**config.mk**
```make
export PLATFORM = sky130hd
export DESIGN_NAME = srts_ctrl
export DESIGN_NICKNAME = d
export VERILOG_FILES = /design/src/hw/rtl/sorted_record_table_search_macros.svh /design/src/hw/rtl/srts_pkg.sv /design/src/hw/rtl/srts_ctrl.sv
export SDC_FILE = /design/constraint.sdc
export NUM_CORES = 1
export LEC_CHECK = 0
export ABC_AREA = 1
export BUFFER_PORTS_ARGS = -buffer_cell sky130_fd_sc_hd__buf_2
export CORE_AREA = 5 5 42 44
export DETAILED_ROUTE_END_ITERATION = 16
export DIE_AREA = 0 0 47 49
export GPL_ROUTABILITY_DRIVEN = 0
export PLACE_DENSITY_LB_ADDON = 0.15
export SLEW_MARGIN = 20
export SYNTH_ARGS = -nofsm -noshare
export SYNTH_HDL_FRONTEND = slang
export SYNTH_SLANG_ARGS = --single-unit
```
**constraint.sdc**
```tcl
create_clock -name clk_i -period 1.91 [get_ports clk_i]
set_input_delay 0.0955 -clock clk_i [delete_from_list [all_inputs] [get_ports clk_i]]
set_output_delay 0.0955 -clock clk_i [all_outputs]
set_load 0.01 [all_outputs]
```
**src/hw/rtl/sorted_record_table_search_macros.svh**
```systemverilog
`ifndef SORTED_RECORD_TABLE_SEARCH_MACROS_SVH
`define SORTED_RECORD_TABLE_SEARCH_MACROS_SVH

// same-cycle implication, checked out of reset
`define SRTS_ASSERT_NOW(lbl, ante, cons) \
  lbl: assert property (@(posedge clk_i) disable iff (!rst_ni) (ante) |-> (cons)) \
    else $error("srts: same-cycle check failed");

// next-cycle implication, checked out of reset
`define SRTS_ASSERT_NEXT(lbl, ante, cons) \
  lbl: assert property (@(posedge clk_i) disable iff (!rst_ni) (ante) |=> (cons)) \
    else $error("srts: next-cycle check failed");

`endif

```
**src/hw/rtl/srts_pkg.sv**
```systemverilog
`timescale 1ns / 1ps

package srts_pkg;

  localparam int unsigned CAPACITY = 1024;
  localparam int unsigned ADDR_W   = $clog2(CAPACITY);
  localparam int unsigned CNT_W    = $clog2(CAPACITY + 1);
  localparam int unsigned DATE_W   = 27;
  localparam int unsigned WORD_W   = 32;
  localparam int unsigned POS_W    = 10;

  typedef enum logic {
    OP_INSERT = 1'b0,
    OP_LOOKUP = 1'b1
  } srts_op_e;

  typedef enum logic [1:0] {
    RES_INSERTED  = 2'd0,
    RES_FOUND     = 2'd1,
    RES_NOT_FOUND = 2'd2,
    RES_FULL      = 2'd3
  } srts_status_e;

  typedef enum logic [1:0] {
    RD_COUNT_M1 = 2'd0,
    RD_J_M2     = 2'd1,
    RD_MID      = 2'd2
  } srts_rdsel_e;

  typedef enum logic [2:0] {
    S_IDLE,
    S_INS_SCAN,
    S_INS_PLACE,
    S_LK_PROBE,
    S_LK_CMP,
    S_RESP
  } srts_state_e;

  typedef struct packed {
    logic [DATE_W-1:0] date;
    logic [WORD_W-1:0] temperature;
    logic [WORD_W-1:0] phosphate;
    logic [WORD_W-1:0] silicate;
    logic [WORD_W-1:0] nitrite;
    logic [WORD_W-1:0] nitrate;
    logic [WORD_W-1:0] salinity;
    logic [WORD_W-1:0] oxygen;
  } srts_rec_t;

  typedef struct packed {
    logic         accept;
    logic         j_init;
    logic         j_dec;
    logic         rd_en;
    srts_rdsel_e  rd_sel;
    logic         shift_we;
    logic         place_we;
    logic         lk_init;
    logic         m_load;
    logic         lo_up;
    logic         hi_dn;
    logic         status_we;
    srts_status_e status;
    logic         out_load;
  } srts_cmd_t;

  typedef struct packed {
    logic count_full;
    logic count_zero;
    logic j_one;
    logic rd_gt;
    logic rd_eq;
    logic range_empty;
    logic out_free;
  } srts_sts_t;

endpackage

```
**src/hw/rtl/srts_ctrl.sv**
```systemverilog
`timescale 1ns / 1ps

module srts_ctrl (
  input  logic                clk_i,
  input  logic                rst_ni,
  input  logic                in_valid_i,
  input  logic                op_i,
  input  srts_pkg::srts_sts_t sts_i,
  output srts_pkg::srts_cmd_t cmd_o,
  output logic                in_stall_o
);

  srts_pkg::srts_state_e state_q, state_d;

  always_ff @(posedge clk_i or negedge rst_ni) begin
    if (!rst_ni) begin
      state_q <= srts_pkg::S_IDLE;
    end else begin
      state_q <= state_d;
    end
  end

  always_comb begin
    state_d    = state_q;
    cmd_o      = '0;
    in_stall_o = 1'b1;
    case (state_q)
      srts_pkg::S_IDLE: begin
        in_stall_o = 1'b0;
        if (in_valid_i) begin
          cmd_o.accept = 1'b1;
          if (op_i == srts_pkg::OP_LOOKUP) begin
            cmd_o.lk_init = 1'b1;
            state_d       = srts_pkg::S_LK_PROBE;
          end else if (sts_i.count_full) begin
            cmd_o.status_we = 1'b1;
            cmd_o.status    = srts_pkg::RES_FULL;
            state_d         = srts_pkg::S_RESP;
          end else if (sts_i.count_zero) begin
            cmd_o.j_init = 1'b1;
            state_d      = srts_pkg::S_INS_PLACE;
          end else begin
            cmd_o.j_init = 1'b1;
            cmd_o.rd_en  = 1'b1;
            cmd_o.rd_sel = srts_pkg::RD_COUNT_M1;
            state_d      = srts_pkg::S_INS_SCAN;
          end
        end
      end
      srts_pkg::S_INS_SCAN: begin
        if (sts_i.rd_gt) begin
          cmd_o.shift_we = 1'b1;
          cmd_o.j_dec    = 1'b1;
          if (sts_i.j_one) begin
            state_d = srts_pkg::S_INS_PLACE;
          end else begin
            cmd_o.rd_en  = 1'b1;
            cmd_o.rd_sel = srts_pkg::RD_J_M2;
          end
        end else begin
          cmd_o.place_we  = 1'b1;
          cmd_o.status_we = 1'b1;
          cmd_o.status    = srts_pkg::RES_INSERTED;
          state_d         = srts_pkg::S_RESP;
        end
      end
      srts_pkg::S_INS_PLACE: begin
        cmd_o.place_we  = 1'b1;
        cmd_o.status_we = 1'b1;
        cmd_o.status    = srts_pkg::RES_INSERTED;
        state_d         = srts_pkg::S_RESP;
      end
      srts_pkg::S_LK_PROBE: begin
        if (sts_i.range_empty) begin
          cmd_o.status_we = 1'b1;
          cmd_o.status    = srts_pkg::RES_NOT_FOUND;
          state_d         = srts_pkg::S_RESP;
        end else begin
          cmd_o.m_load = 1'b1;
          cmd_o.rd_en  = 1'b1;
          cmd_o.rd_sel = srts_pkg::RD_MID;
          state_d      = srts_pkg::S_LK_CMP;
        end
      end
      srts_pkg::S_LK_CMP: begin
        if (sts_i.rd_eq) begin
          cmd_o.status_we = 1'b1;
          cmd_o.status    = srts_pkg::RES_FOUND;
          state_d         = srts_pkg::S_RESP;
        end else if (sts_i.rd_gt) begin
          cmd_o.hi_dn = 1'b1;
          state_d     = srts_pkg::S_LK_PROBE;
        end else begin
          cmd_o.lo_up = 1'b1;
          state_d     = srts_pkg::S_LK_PROBE;
        end
      end
      srts_pkg::S_RESP: begin
        if (sts_i.out_free) begin
          cmd_o.out_load = 1'b1;
          state_d        = srts_pkg::S_IDLE;
        end
      end
      default: begin
        state_d = srts_pkg::S_IDLE;
      end
    endcase
  end

endmodule

```
=== Yosys cells after proc, flatten, opt, wreduce, memory -nomap -nowiden ===
Cells that the tools add are included.

* Logic and storage cells: 55
* Input bits: 11
* Register bits: 3

* Equality and inequality tests: 8
* Reduce and logical (&&, ||, !) cells: 2
* Multiplexer cells: 44

{| class="wikitable"
|+ Operator list
! cell !! number
|-
| 3-bit two-way mux || 19
|-
| 3-bit case mux with 6 select lines || 1
|-
| 1-bit two-way mux || 15
|-
| 3-bit case mux with 5 select lines || 1
|-
| 2-bit two-way mux || 5
|-
| 3-bit case mux with 3 select lines || 1
|-
| 3-bit by 2-bit == test with 1-bit output (second input constant) || 2
|-
| 3-bit == test (second input constant) || 2
|-
| 5-bit two-way mux || 1
|-
| 2-bit inequality test (second input constant) || 2
|-
| 3-bit by 1-bit == test with 1-bit output (second input constant) || 1
|-
| 3-bit zero test || 1
|-
| 3-bit inequality test (second input constant) || 1
|-
| 3-bit AND reduction || 1
|-
| 1-bit case mux with 2 select lines || 1
|}

=== Depth between registers and ports, before layout ===
Gate-level depths: netlist of the first run.

* Depth in word-level cells: 5
* Depth in mapped cells: 7

=== Least setup slack after synthesis of the first run ===
No wires, ideal clock.

* Path kind: reg-to-output
* Start: register state_q[0]
* End: output port cmd_o[12] (netlist name)
* Data required time: 1.814 ns
* Cell stages (with the launch flop): 6
* Path slack: 0.681 ns
* Arrival time: 1.133 ns
* Path buffers: 0
* Cells stage by stage: dfrtp_1 nor2_4 nand2_4 nor2_4 nand3_1 o21ai_1

{| class="wikitable"
|+ RTL lines
! item !! RTL line !! source
|-
| start: declaration || srts_ctrl.sv:13 || <nowiki>srts_pkg::srts_state_e state_q, state_d;</nowiki>
|-
| start signal: assignment || srts_ctrl.sv:17 || <nowiki>state_q <= srts_pkg::S_IDLE;</nowiki>
|-
| start signal: assignment || srts_ctrl.sv:19 || <nowiki>state_q <= state_d;</nowiki>
|-
| end: declaration || srts_ctrl.sv:9 || <nowiki>output srts_pkg::srts_cmd_t cmd_o,</nowiki>
|}

==> results of run 1 <==
[stage by stage]
stage,std cells,setup slack [ns]
CTS,114,0.380
global route,114,0.250
detailed placement,109,0.636
global placement,109,0.626
floorplan,67,0.681
finish,114,0.391
[where the power goes]
part	switching [mW]	total, mW	internal, mW
logic	0.327	0.532	0.205
clock network	0.0314	0.110	0.0782
registers	0.0615	0.156	0.0948
[per-layer routing]
| metal | up-vias | GRT usage, % | share of wire, % |
|---|---|---|---|
| met4 | 0 | 4.15 | 0 |
| li1 | 272 | - | - |
| met3 | 0 | 1.85 | 9.8 |
| met1 | 221 | 13.2 | 40 |
| met2 | 18 | 18.6 | 50 |
| met5 | - | 0 | 0 |
[layout make-up]
| type | count | area [um^2] | share of cell area (%) |
|---|---|---|---|
| Clock buffer | 4 | 26.3 | 4.51 |
| Inverter | 12 | 45.0 | 7.73 |
| Multi-Input combinational cell | 51 | 272 | 46.6 |
| Sequential cell | 3 | 75.1 | 12.9 |
| Tap cell | 16 | 20.0 | 3.43 |
| Timing Repair Buffer | 28 | 145 | 24.9 |
[critical path: cells and delay by family (launching register included)]
kind / cells / cell delay (ns)
AND/OR/NAND/NOR: 5 / 0.61
flip-flops: 1 / 0.46
buffers and inverters: 1 / 0.13
[cell usage after synthesis]
cell	instances	area [um^2]
nand3_2	1	10.0
a21oi_1	1	5.00
o21a_1	1	7.51
nand3_1	7	35.0
nor2_2	1	6.26
nand4_1	2	12.5
nor3_4	1	16.3
nor2_4	3	33.8
nand2_4	1	11.3
o21ai_0	1	5.00
nand3b_1	1	7.51
inv_2	3	11.3
inv_1	9	33.8
buf_4	1	7.51
nor3_1	1	5.00
nand2_2	1	6.26
dfrtp_1	3	75.1
o21ai_1	1	5.00
nor2_1	9	33.8
nand2_1	19	71.3
[cell families after synthesis]
| group | after synthesis |
|---|---|
| simple gates | 47 |
| buf+inv | 13 |
| compound gates | 4 |
| flops | 3 |
[worst paths after layout]
check | startpoint | to | cells past startpoint
max | state_q[0] | cmd_o[3] | 6
min | sts_i[0] | state_q[2] | 4
max reg2reg | state_q[2] | state_q[0] | 6
min reg2reg | state_q[2] | state_q[2] | 2
max in group asynchronous | rst_ni | state_q[0] | 2
min in group asynchronous | rst_ni | state_q[2] | 2
==> metrics.md, run 1 <==
| Metric | Value |
|---|---|
| DR iter-0 viols | 11 |
| FILL cells | 165 |
| DR vias | 511 |
| Fin crit period | 1.52 ns |
| Final Slew Violations | 0 |
| Synth Area in XOR/XNOR | 0% |
| Mux cell area share after synthesis | 0% |
| Commonest non-fill, non-tap cell in the layout | buf_2 |
| Layout cells sized above 1 | 41.8% |
| Total GRT Usage | 11.0% |
| Data required time of the critical path | 1.81 ns |
| Gate Count Post-Synth | 67 |
| Largest net degree at the start of global routing | 9 |
| Largest family of logic cells by synthesized area | simple AND/OR/NAND/NOR gates |
| # hold bufs at CTS | 1 |
| Initial antenna violation count | 0 |
| Tightest Pin Transition | 0.296 ns |
| Core Box Area | 1400 um^2 |
| FF-to-FF setup slack | 0.70 ns |
| Rows | 14 |
| Vias in the first global route | 478 |
| Highest-count cells in the layout ignoring fill and taps | 27 x buf_2, 19 x nand2_1, 9 x nor2_1, 9 x inv_1, 7 x nand3_1 |
| Residual DRC | 0 |
| Clock latency on the worst-skew pair | 0.23 ns |
| CP Max Fanout | 6 |
| Clk sinks | 3 |
| FMAX | 658 MHz |
| Tot Pwr | 0.798 mW |
| Largest register FFs | 3 |
| Hold Crit Class | input pin to register |
| DP Area | 547 um^2 |
| Final hold vios | 0 |
| WHS | 0.158 ns |
| Final Cell Area | 583 um^2 |
| Synth Area in Compound Gates | 5.64% |
| Number of max-cap violations | 0 |
| Die span in y | 49 um |
| Final setup TNS | 0 ns |
| Net Count, Synth | 78 |
| Post-CTS Setup Bufs | 0 |
| CP max-delay cell | dfrtp_1 |
| Skew final | 0.00217 ns |
| Critical path arrival | 1.42 ns |
| Top-level I/O count | 28 |
| Die width | 47 um |
| Root Buffer | clkbuf_4 |
| First-pass GRT wire length | 1950 um |
| Utilization after layout | 41.6% |
| Remaining antenna violation count | 0 |
| Status | finished clean |
| RSZ-0062 raised after global routing | no |
| Max-slew headroom | 80.3% |
| Pleak | 0.397 nW |
| TritonCTS clock tree | done |
| Cts bufs inserted | 3 |
| Register area share after synthesis | 18.8% |
| Routed WL per cell | 9.82 um |
| Longest Clk Path Bufs | 2 |
| Top reg by flops | state_q |
| P per Cell Area | 1370 nW/um^2 |
| # setup viols final | 0 |
| Syn Area/Cell | 5.96 um^2 |
| Syn. warnings | 0 |
| Adder-cell share of the synthesized area | 0% |
| Total Wirelength | 1120 um |
| Via/cell ratio | 4.48 |
| Startpoint type of the worst setup path | register |
| DP HPWL | 955 um |
| Simple-gate share of the synthesized area | 62.4% |
| Biggest regs | state_q x3 |
| Peak supply drop | 0.498 mV |
| Register bit total from synthesis | 3 |
| Unique masters post-synth | 20 |
| Initial core utilization | 28.5% |
| Max incr delay on CP | 0.46 ns |
| Post-CTS resize count | 0 |
| Mapped Area | 399 um^2 |
| Clock-pin transition on the worst setup and hold timing paths | 0.04 ns |
| Total inserted antenna cells | 0 |
| Grt ovf | 0 |
| CP Capture Type | output pin |
| Die ar. | 2300 um^2 |
| Initial DRT Pass Iterations | 4 |
| Final #Nets | 110 |
| Final period util | 79.5% |
| IO buf count | 27 |
| Area Growth Syn to Fin | 46.1% |
| Critical Path, Cell by Cell | nor2_4 > nand2_4 > nor2_1 > nand2_1 > nand4_1 > buf_2 |
| H-tree depth | 1 |
| WS Path Type | register to output pin |
Note: power is estimated with default switching activity, not from simulation.
==> inputs of run 2 (changes only) <==
Settings changed: ABC_AREA 1 to 0.
Clock period 1.91 ns to 1.2 ns, I/O delays scaled along.
==> run 2 against run 1 <==
Net effect: the flow now finishes with violations (negative setup slack); power grew to 2.9 times the previous value; area after synthesis rose by 15%; worst setup slack got worse by 0.69 ns; core utilization rose by 28 points; sequential power grew 67%; synthesized cell count is 7.5% lower; die area is the same; clock skew about the same; first-iteration DRC count shrank 55%; via count up 28%; non-clock buffer count up 23.
==> metrics.md, run 2 <==
| Metric | Value |
|---|---|
| Synth top area cells | dfrtp_1 16%, nor2_1 5.7%, buf_6 4.9%, a21oi_1 4.4%, nor3_1 4.4% |
| Largest register FFs | 3 (unchanged) |
| Startpoint type of the worst setup path | register |
| Longest Clk Path Bufs | 2 (unchanged) |
| DR vias | 653 (+28%) |
| Top reg by flops | state_q |
| CP max-delay cell | dfrtp_2 |
| Count leader, synth | nor2_1 |
| Largest net degree at the start of global routing | 8 (-1) |
| Final #Nets | 124 (+13%) |
| Commonest non-fill, non-tap cell in the layout | buf_2 |
| Initial DRT Pass Iterations | 4 (unchanged) |
| Residual DRC | 0 (unchanged) |
| Final hold vios | 0 (unchanged) |
| WHS | 0.178 ns (+0.0194 ns) |
| P per Cell Area | 2360 nW/um^2 (+73%) |
| Unique masters post-synth | 32 (+60%) |
| Critical path arrival | 1.43 ns (about the same) |
| Final period util | 125% |
| Register area share after synthesis | 16.4% (-2.4 points) |
| Pleak | 0.480 nW (+21%) |
| Final setup TNS | -2.97 ns (-2.97 ns) |
| Clock latency on the worst-skew pair | 0.23 ns (about the same) |
| Via/cell ratio | 5.10 (+14%) |
| Top-level I/O count | 28 (unchanged) |
| Final worst slack | -0.295 ns (-0.686 ns) |
| Syn. warnings | 0 (unchanged) |
| Skew final | 0.00171 ns (-0.000465 ns) |
| Initial antenna violation count | 0 (unchanged) |
| Total GRT Usage | 16.7% (+5.7 points) |
| Gate Count Post-Synth | 62 (-7.5%) |
| Remaining antenna violation count | 0 (unchanged) |
| DP Area | 679 um^2 (+24%) |
| Register bit total from synthesis | 3 (unchanged) |
| FMAX | 669 MHz |
| Total Wirelength | 1780 um (+59%) |
| Post-synth top area share | 16.4% (-2.4 points) |
| Clk sinks | 3 (unchanged) |
| CP top delay family | buffers and inverters |
| Total inserted antenna cells | 0 (unchanged) |
| Hold Crit Class | input pin to asynchronous set/reset pin |
| IO buf count | 27 (unchanged) |
| Initial core utilization | 32.7% (+4.2 points) |
| Vias in the first global route | 675 (+41%) |
| Final Slew Violations | 0 (unchanged) |
| Net Count, Synth | 73 (-6.4%) |
| Mapped Area | 458 um^2 (+15%) |
| Cts bufs inserted | 3 (unchanged) |
| Clock-pin transition on the worst setup and hold timing paths | 0.04 ns (about the same) |
| Non-Filler Instances | 128 (+12%) |
| Max incr delay on CP | 0.44 ns (-0.02 ns) |
| H-tree depth | 1 (unchanged) |
| Number of max-cap violations | 0 (unchanged) |
| Violated checks | negative setup slack |
| Tightest Pin Transition | 0.325 ns (+0.0292 ns) |
| DR iter-0 viols | 5 (-6) |
| Primary FF master, synth | dfrtp_1 |
| Fin crit period | 1.49 ns |
| Grt ovf | 0 (unchanged) |
| Data required time of the critical path | 1.14 ns (-0.67 ns) |
| Tot Pwr | 2.31 mW (+190%) |
| Root Buffer | clkbuf_4 |
| Status | finished, violations left |
| Layout cells sized above 1 | 75.0% (+33 points) |
| Max-slew headroom | 78.3% (-2.0 points) |
| Most common cell on crit path | buf_6 |
| CP Max Fanout | 5 (-1) |
| # setup viols final | 20 (+20) |
| Synth area leader | dfrtp_1 |
| Final Cell Area | 976 um^2 (+67%) |
| Rows | 14 (unchanged) |
| RSZ-0062 raised after global routing | yes |
| Peak supply drop | 1.38 mV (+180%) |
| Crit path buf inv count | 4 (+3) |
| Critical Path, Cell by Cell | buf_6 > buf_6 > inv_4 > nor3_4 > a211o_1 > buf_2 |
| Top post-synthesis cells by count | 7 x nor2_1, 5 x inv_1, 4 x a21oi_1, 4 x nand2_1, 4 x nor3_1 |
| # placed instances | 113 (+3.7%) |
| DP HPWL | 1150 um (+20%) |
| Area Growth Syn to Fin | 113% |
| Die ar. | 2300 um^2 (unchanged) |
| EDFF count, synth | 0 (unchanged) |
| Highest-count cells in the layout ignoring fill and taps | 21 x buf_2, 16 x buf_6, 13 x buf_4 |
| Core Box Area | 1400 um^2 (unchanged) |
| CP Capture Type | output pin |
| Biggest regs | state_q x3 |
| Die width | 47 um (unchanged) |
| Routed WL per cell | 13.9 um (+41%) |
| TritonCTS clock tree | done |
| Syn Area/Cell | 7.39 um^2 (+24%) |
| First-pass GRT wire length | 2880 um (+48%) |
| FFs w/ async S/R, synth | 100% (unchanged) |
| WS Path Type | register to output pin |
| Die span in y | 49 um (unchanged) |
## run 2: cell count changes after synthesis, sizes merged, moves of 4 or more
cell / delta
nor2: -5
nor3: +4
buf: +4
inv: -7
nand2: -17
nand3: -8
## run 2: power breakdown
group	internal (mW)	switching [mW]	total [mW]
Combinational	1.06	0.815	1.87
Sequential	0.156	0.105	0.261
Clock	0.124	0.0490	0.173
## run 2: cells by family after synthesis
group | after synthesis | synth area share, %
DFF | 3 | 16.4
AOI/OAI and AO/OA | 14 | 22.7
muxes | 1 | 2.46
buffers and inverters | 10 | 13.4
and+or+nand+nor | 34 | 45.1
## run 2: layout make-up
type                       instances  area [um^2]
clock buffer                       4         26.3
timing repair buffer              51          393
inverter                           5         23.8
fill                             117          425
multi-input combinational         49          434
sequential                         3         78.8
tap                               16         20.0
## run 2: what timing repair did
item / in CTS / in global routing
setup endpoints to repair: 20 / 20
buffers inserted: 6 / 4
hold buffers: 1 / 0
cloned: 0 / 0
gates resized for setup: 32 / 15
endpoints found under the hold margin: 3 / 0
pin swaps: 9 / 10
## run 2: final timing paths
| check | from | cells after the start | slack (ns) | to |
|---|---|---|---|---|
| max reg2reg | state_q[1] | 6 | -0.15 | state_q[2] |
| max | state_q[0] | 6 | -0.29 | cmd_o[12] |
| min reg2reg | state_q[1] | 2 | 0.75 | state_q[2] |
| min | rst_ni | 2 | 0.18 | state_q[2] |
| min in group clk_i | in_valid_i | 3 | 0.19 | state_q[0] |
| max in group asynchronous | rst_ni | 2 | 0.90 | state_q[0] |
## run 2: per-layer routing
| layer | track usage, % | routed length, um | vias to the layer above |
|---|---|---|---|
| met3 | 2.95 | 102 | 6 |
| met1 | 19.8 | 710 | 300 |
| met4 | 6.91 | 51 | 0 |
| met5 | 0 | 0 | - |
| li1 | - | - | 322 |
| met2 | 28.1 | 913 | 25 |
## run 2: per-stage QoR
step | setup WS [ns] | utilization, %
2_1_floorplan | -0.0236 | -
3_3_place_gp | -0.0882 | 48.5
3_5_place_dp | -0.0969 | 48.5
4_1_cts | -0.292 | 62.7
5_1_grt | -0.374 | 69.6
6_report | -0.295 | 69.6
